$ cat config.mk
export PLATFORM = sky130hd
export DESIGN_NAME = ddo_ctrl
export DESIGN_NICKNAME = d
export VERILOG_FILES = /design/src/hw/rtl/ddo_pkg.sv /design/src/hw/rtl/ddo_ctrl.sv
export SDC_FILE = /design/constraint.sdc
export NUM_CORES = 1
export LEC_CHECK = 0
export ABC_AREA = 1
export BUFFER_PORTS_ARGS = -buffer_cell sky130_fd_sc_hd__buf_2
export CORE_AREA = 2 2 41 43
export CTS_CLUSTER_DIAMETER = 30
export DETAILED_ROUTE_END_ITERATION = 12
export DIE_AREA = 0 0 43 45
export PLACE_DENSITY = 0.87
export REMOVE_ABC_BUFFERS = 1
export SLEW_MARGIN = 15
export SYNTH_ARGS = -nofsm -noshare
export SYNTH_HDL_FRONTEND = slang
export SYNTH_SLANG_ARGS = --single-unit
export TNS_END_PERCENT = 20
$ cat constraint.sdc
create_clock -name clk -period 2 [get_ports clk]
set_clock_uncertainty 0.05 [all_clocks]
set_input_delay 0.3 -clock clk [delete_from_list [all_inputs] [get_ports clk]]
set_output_delay 0.3 -clock clk [all_outputs]
set_load 0.005 [all_outputs]
$ cat src/hw/rtl/ddo_pkg.sv
// shared constants, types and tables for the odometry block
package ddo_pkg;

	localparam int unsigned CordicStepsDef = 24;
	localparam logic [31:0] DistPerCountRst = 32'd2820768;
	localparam logic [31:0] TurnPerMeterRst = 32'd1619822759;
	localparam logic [31:0] InvGain = 32'h9B74EDA8;
	localparam logic [19:0] UsPerS = 20'd1000000;

	// configuration register indexes
	localparam logic CfgDistPerCount = 1'b0;
	localparam logic CfgTurnPerMeter = 1'b1;

	// datapath operations
	typedef enum logic [3:0] {
		OP_NONE,
		OP_LOAD,
		OP_DIST_L,
		OP_DIST_R,
		OP_ROT,
		OP_GAIN_HI,
		OP_GAIN_LO,
		OP_CORDIC,
		OP_POSE,
		OP_DIV_START,
		OP_DIV_STEP,
		OP_DIV_DONE
	} ddo_op_t;

	typedef struct packed {
		ddo_op_t    op;
		logic [1:0] sel;
	} ddo_cmd_t;

	typedef struct packed {
		logic zero_dt;
	} ddo_stat_t;

	function automatic logic [31:0] atan_of(input logic [4:0] i);
		logic [31:0] r;
		begin
			case (i)
				5'd0: r = 32'd536870912;  5'd1: r = 32'd316933406;
				5'd2: r = 32'd167458907;  5'd3: r = 32'd85004756;
				5'd4: r = 32'd42667331;   5'd5: r = 32'd21354465;
				5'd6: r = 32'd10679838;   5'd7: r = 32'd5340245;
				5'd8: r = 32'd2670163;    5'd9: r = 32'd1335087;
				5'd10: r = 32'd667544;    5'd11: r = 32'd333772;
				5'd12: r = 32'd166886;    5'd13: r = 32'd83443;
				5'd14: r = 32'd41722;     5'd15: r = 32'd20861;
				5'd16: r = 32'd10430;     5'd17: r = 32'd5215;
				5'd18: r = 32'd2608;      5'd19: r = 32'd1304;
				5'd20: r = 32'd652;       5'd21: r = 32'd326;
				5'd22: r = 32'd163;       5'd23: r = 32'd81;
				5'd24: r = 32'd41;        5'd25: r = 32'd20;
				5'd26: r = 32'd10;        5'd27: r = 32'd5;
				5'd28: r = 32'd3;         5'd29: r = 32'd1;
				5'd30: r = 32'd1;         default: r = 32'd0;
			endcase
			return r;
		end
	endfunction

endpackage

$ cat src/hw/rtl/ddo_ctrl.sv
// sequencer that steps the odometry datapath through one tick
module ddo_ctrl #(
	parameter int unsigned CORDIC_STEPS = ddo_pkg::CordicStepsDef
) (
	input  logic               clk,
	input  logic               arst_n,
	input  logic               in_valid,
	output logic               in_ready,
	output logic               out_valid,
	input  logic               out_ready,
	input  ddo_pkg::ddo_stat_t stat,
	output ddo_pkg::ddo_cmd_t  cmd
);
	import ddo_pkg::*;

	localparam logic [3:0] S_IDLE  = 4'd0;
	localparam logic [3:0] S_DL    = 4'd1;
	localparam logic [3:0] S_DR    = 4'd2;
	localparam logic [3:0] S_ROT   = 4'd3;
	localparam logic [3:0] S_GH    = 4'd4;
	localparam logic [3:0] S_GL    = 4'd5;
	localparam logic [3:0] S_COR   = 4'd6;
	localparam logic [3:0] S_POSE  = 4'd7;
	localparam logic [3:0] S_DST   = 4'd8;
	localparam logic [3:0] S_DSTEP = 4'd9;
	localparam logic [3:0] S_DDONE = 4'd10;
	localparam logic [3:0] S_OUT   = 4'd11;

	localparam int CntW = 6;

	logic [3:0]      state_q;
	logic [CntW-1:0] cnt_q;
	logic [1:0]      div_q;

	assign in_ready  = (state_q == S_IDLE);
	assign out_valid = (state_q == S_OUT);

	// command decode
	always_comb begin
		cmd.sel = div_q;
		unique case (state_q)
			S_IDLE:  cmd.op = (in_valid) ? OP_LOAD : OP_NONE;
			S_DL:    cmd.op = OP_DIST_L;
			S_DR:    cmd.op = OP_DIST_R;
			S_ROT:   cmd.op = OP_ROT;
			S_GH:    cmd.op = OP_GAIN_HI;
			S_GL:    cmd.op = OP_GAIN_LO;
			S_COR:   cmd.op = OP_CORDIC;
			S_POSE:  cmd.op = OP_POSE;
			S_DST:   cmd.op = OP_DIV_START;
			S_DSTEP: cmd.op = OP_DIV_STEP;
			S_DDONE: cmd.op = OP_DIV_DONE;
			default: cmd.op = OP_NONE;
		endcase
	end

	// state sequencing
	always_ff @(posedge clk or negedge arst_n) begin
		if (!arst_n) begin
			state_q <= S_IDLE;
			cnt_q   <= '0;
			div_q   <= '0;
		end else begin
			unique case (state_q)
				S_IDLE:  if (in_valid) state_q <= S_DL;
				S_DL:    state_q <= S_DR;
				S_DR:    state_q <= S_ROT;
				S_ROT:   state_q <= S_GH;
				S_GH:    state_q <= S_GL;
				S_GL: begin
					state_q <= S_COR;
					cnt_q   <= '0;
				end
				S_COR: begin
					cnt_q <= cnt_q + 1'b1;
					if (cnt_q == CntW'(CORDIC_STEPS - 1)) state_q <= S_POSE;
				end
				S_POSE: begin
					div_q <= '0;
					state_q <= stat.zero_dt ? S_OUT : S_DST;
				end
				S_DST: begin
					cnt_q   <= '0;
					state_q <= S_DSTEP;
				end
				S_DSTEP: begin
					cnt_q <= cnt_q + 1'b1;
					if (cnt_q == CntW'(32)) state_q <= S_DDONE;
				end
				S_DDONE: begin
					div_q   <= div_q + 1'b1;
					state_q <= (div_q == 2'd2) ? S_OUT : S_DST;
				end
				S_OUT:   if (out_ready) state_q <= S_IDLE;
				default: state_q <= S_IDLE;
			endcase
		end
	end

endmodule

After elaboration in Yosys (flattened, before gate mapping)
Cells that the tools add are included.

Register bits: 12. Input bits: 5. Output and inout bits: 8. Word-level logic and storage cells: 40.

Add/sub/neg operators: 2. Eq/ne operators: 18. Multiplexer cells: 11. Reductions and logical operators: 6.

Operators with widths (number): $pmux 4 s12 (1); $pmux 4 s11 (1); $eq 4x3->1 const B (4); $eq 4x4->1 const B (4); $mux 4 (4); $pmux 6 s2 (1); $eq 4x2->1 const B (2); $add 6x1->6 const B (1); $eq 6x5->1 const B (1); $eq 6x6->1 const B (1); $ne 2x2->1 const B (3); $eq 4x1->1 const B (1); $logic_not 4->1 (1); $mux 2 (2); $pmux 2 s2 (1); $reduce_and 4->1 (1); $reduce_bool 2->1 (2); $reduce_or 2->1 (2); $add 2x1->2 const B (1); $eq 2x2->1 const B (1); $ne 2x1->1 const B (1); $mux 1 (1).

Logic depth before layout (Yosys ltp)
Word-level depth: 3. Gate-level depth with buffers: 10. Depth with buffers taken out: 10.

Worst setup path after synthesis
Ideal clock, no wire load.

Path type: register -> output. From: register state_q[1]. To: output port cmd[2] (netlist bit). Arrival: 1.037 ns. Required time: 1.650 ns. Setup slack: 0.613 ns. Cell stages (with the launch flop): 6. Buffers on the path: 0. Cell sequence: dfrtp_1 nor2_1 inv_1 nor3_1 nand2_1 o211ai_1.

RTL lines: start, declared (line ddo_ctrl.sv:31) `logic [3:0] state_q;`; start signal, assigned (line ddo_ctrl.sv:80) `state_q <= stat.zero_dt ? S_OUT : S_DST;`; start signal, assigned (line ddo_ctrl.sv:92) `state_q <= (div_q == 2'd2) ? S_OUT : S_DST;`; end, declared (line ddo_ctrl.sv:12) `output ddo_pkg::ddo_cmd_t cmd`.

==> run_results.csv <==
group,metric,value,unit
timing,relSlewSlack,0.720,
floorplan,std_cell_rows,14,
timing,fmax,0.542,GHz
synth,yosysSeqAreaShare,0.364,
floorplan,dieHeight,45,um
cells_and_area,final_cells,151,
timing,hold_ws,360,ps
critical_path,critical_path_required,1650,ps
cells_and_area,drive_above_1_share,0.230,
synth,ys_types,19,
timing,layout_min_cycle_time,1840,ps
cells_and_area,area_growth,14.4,%
timing,worst_pin_slew,420,ps
critical_path,worst_ep_arrival_time,1490,ps
cells_and_area,n_fill_cell,145,
timing,period_share,0.922,
synth,yosys-top-cells-area,"dfrtp_1 36%, nand2_1 15%, o21ai_2 8.5%",
timing,setup_viol,0,
cells_and_area,seqCellArea,300,um2
clocking,clkSinkCount,12,
routing,avgViaCountPerCell,5.27,
grt,antenna_found_initial,0,
synth,ys_warn_count,0,
timing,finalHoldViolCount,0,
synth,netlist_instances,119,
clocking,cts_made_buffers,3,
grt,grt_pass1_wl,3090,um
clocking,h-tree-depth,1,
timing,totalNegativeSetupSlack,0,ps
routing,wl_per_cell,11.3,um
routing,drt-pass1-iter-count,3,
placement,dp_cells,146,
pwr,vdd_drop_max,0.904,mV
timing,maxSlewViolCount,0,
critical_path,setup.worst_path.class,"reg2out",
pwr,leakage,0.522,nW
timing,grt_setup_unrepaired,"no",
floorplan,core_area,0.00147,mm2
pwr,clkPwrFrac,0.139,
floorplan,start_util,0.560,
grt,grtUsageTotal,0.218,
pwr,power.switching,0.662,mW
synth,netlist_area,825,um2
synth,synth_seq_cells,12,
grt,grt_max_degree,13,
pwr,seqPwrFrac,0.328,
placement,place_congestion,0.899,
cells_and_area,final_util,0.641,
clocking,root_buffer,"clkbuf_4",
floorplan,boundaryPins,13,
clocking,cts.clk_slew.worst_paths,70,ps
floorplan,dieArea,0.00194,mm2
critical_path,critPathMaxFanout,6,
timing,setup_ws,155,ps
critical_path,crit_path_end_kind,"output port",
pwr,swShare,0.477,
synth,netlist.area_leader.share,0.364,
placement,numPortBuffers,12,
grt,grt_pass1_vias,786,
status,outcome,"complete, no violations",
run,drv_cap,0,
routing,dr.first_iter.drc_count,12,
cells_and_area,nNetsFinal,144,
critical_path,ff2ff_path_depth,6,
placement,dp_hpwl,1360,um
clocking,cts_tree,"yes",
cells_and_area,multi_input_area,442,um2
cells_and_area,n_antenna_cell,0,
routing,ant_nets,0,
routing,routed_wl,1700,um
clocking,ctsLongestPathBuffers,2,
floorplan,die_x,43,um
synth,synth.avg_cell_area,6.93,um2
placement,dpl_worst_slack,476,ps
pwr,share_comb_of_total_power,0.533,
grt,grt.overflow.total,0,
pwr,power_density,1470,mW/mm2
critical_path,reg2reg_slack,630,ps
routing,remaining_drc_errors,0,
clocking,clkLatencyLatePin,280,ps
pwr,p_int,0.725,mW
hold_path,worst_hold_path_type,"in2reg",
routing,routed-via-count,796,
hold_path,holdPathStages,5,
critical_path,startpoint_type,"flop",
synth,synth_top_area_cell,"dfrtp_1",
metrics by stage:
step	total power, mW	instance area, um2
detailed placement	1.19	897
global route	1.55	943
floorplan	0.974	817
global placement	1.15	897
CTS	1.39	943
finish	1.39	943
state kept, by name (all words and copies together) (netlist names):
signal,count
state_q,4
cnt_q,6
div_q,2
critical path, cell delays in order (launching register included):
cell	delay, ps
dfrtp_1	450
nor2_1	200
inv_1	80
nor3_1	190
nand2_1	90
o211ai_1	80
buf_2	130
metal layers:
layer	vias up	GRT usage	routed length, um
met3	8	0.0240	60
met5	-	0	0
li1	409	-	-
met1	359	0.232	696
met2	20	0.400	875
met4	0	0.164	68
power by group through the flow:
stage | clock network, mW | logic (mW) | registers, mW
after floorplan | 0 | 0.539 | 0.434
after global placement | 0 | 0.707 | 0.447
after detailed placement | 0 | 0.740 | 0.454
after CTS | 0.196 | 0.744 | 0.450
after global routing | 0.209 | 0.870 | 0.468
final | 0.193 | 0.739 | 0.455
placed cells by master, fill, tap and decap left out:
cell           netlist  layout
clkbuf_4             0       3
dfrtp_1             12      12
nand4_1              1       1
o21ai_0              4       3
nor3_1               1       1
buf_2                0      12
inv_2                3       3
nand2_2              2       2
nand3_1             10      10
nor2_2               2       2
clkbuf_8             0       1
nand3b_1             2       2
a21oi_1              3       3
o211ai_1             1       1
o21ai_1              1       2
dlygate4sd3_1        0       1
o21ai_2              8       8
nand2_1             34      34
ha_1                 3       3
inv_1               17      17
nor2_1              13      13
xor2_1               1       1
kinds of logic after synthesis:
group,Yosys count,synth area share
AO/OA/AOI/OAI,17,0.143
XOR/XNOR,1,0.0106
adder cells (fa/ha/maj),3,0.0455
buffers and inverters,21,0.100
flip-flops,12,0.364
AND/OR/NAND/NOR,65,0.337
worst paths after layout:
| path | to | from |
|---|---|---|
| min reg2reg | div_q[1] | div_q[1] |
| max reg2reg | cnt_q[2] | state_q[0] |
| max in group asynchronous | state_q[1] | arst_n |
| min | state_q[0] | stat |
| min in group asynchronous | cnt_q[2] | arst_n |
| max | cmd[2] | state_q[1] |
cells in the mapped netlist, drive strengths merged:
| cell | n |
|---|---|
| nand3b | 2 |
| o21ai | 13 |
| xor2 | 1 |
| nor3 | 1 |
| ha | 3 |
| buf | 1 |
| nand4 | 1 |
| a21oi | 3 |
| inv | 20 |
| nor2 | 15 |
| dfrtp | 12 |
| o211ai | 1 |
| nand3 | 10 |
| nand2 | 36 |
final cells by class:
cell class	instances	area share
multi-input combinational	86	0.468
tap	16	0.0212
timing repair buffer	13	0.0743
inverter	20	0.0796
sequential	12	0.318
clock buffer	4	0.0385
repair_timing:
item                       in CTS  in global routing
setup endpoints to repair       0                  1
hold buffers                    1                  0
resized for setup               0                  1
hold endpoints to repair       12                  0
setup buffers                   0                  0
Power figures use the tool's default switching activity.
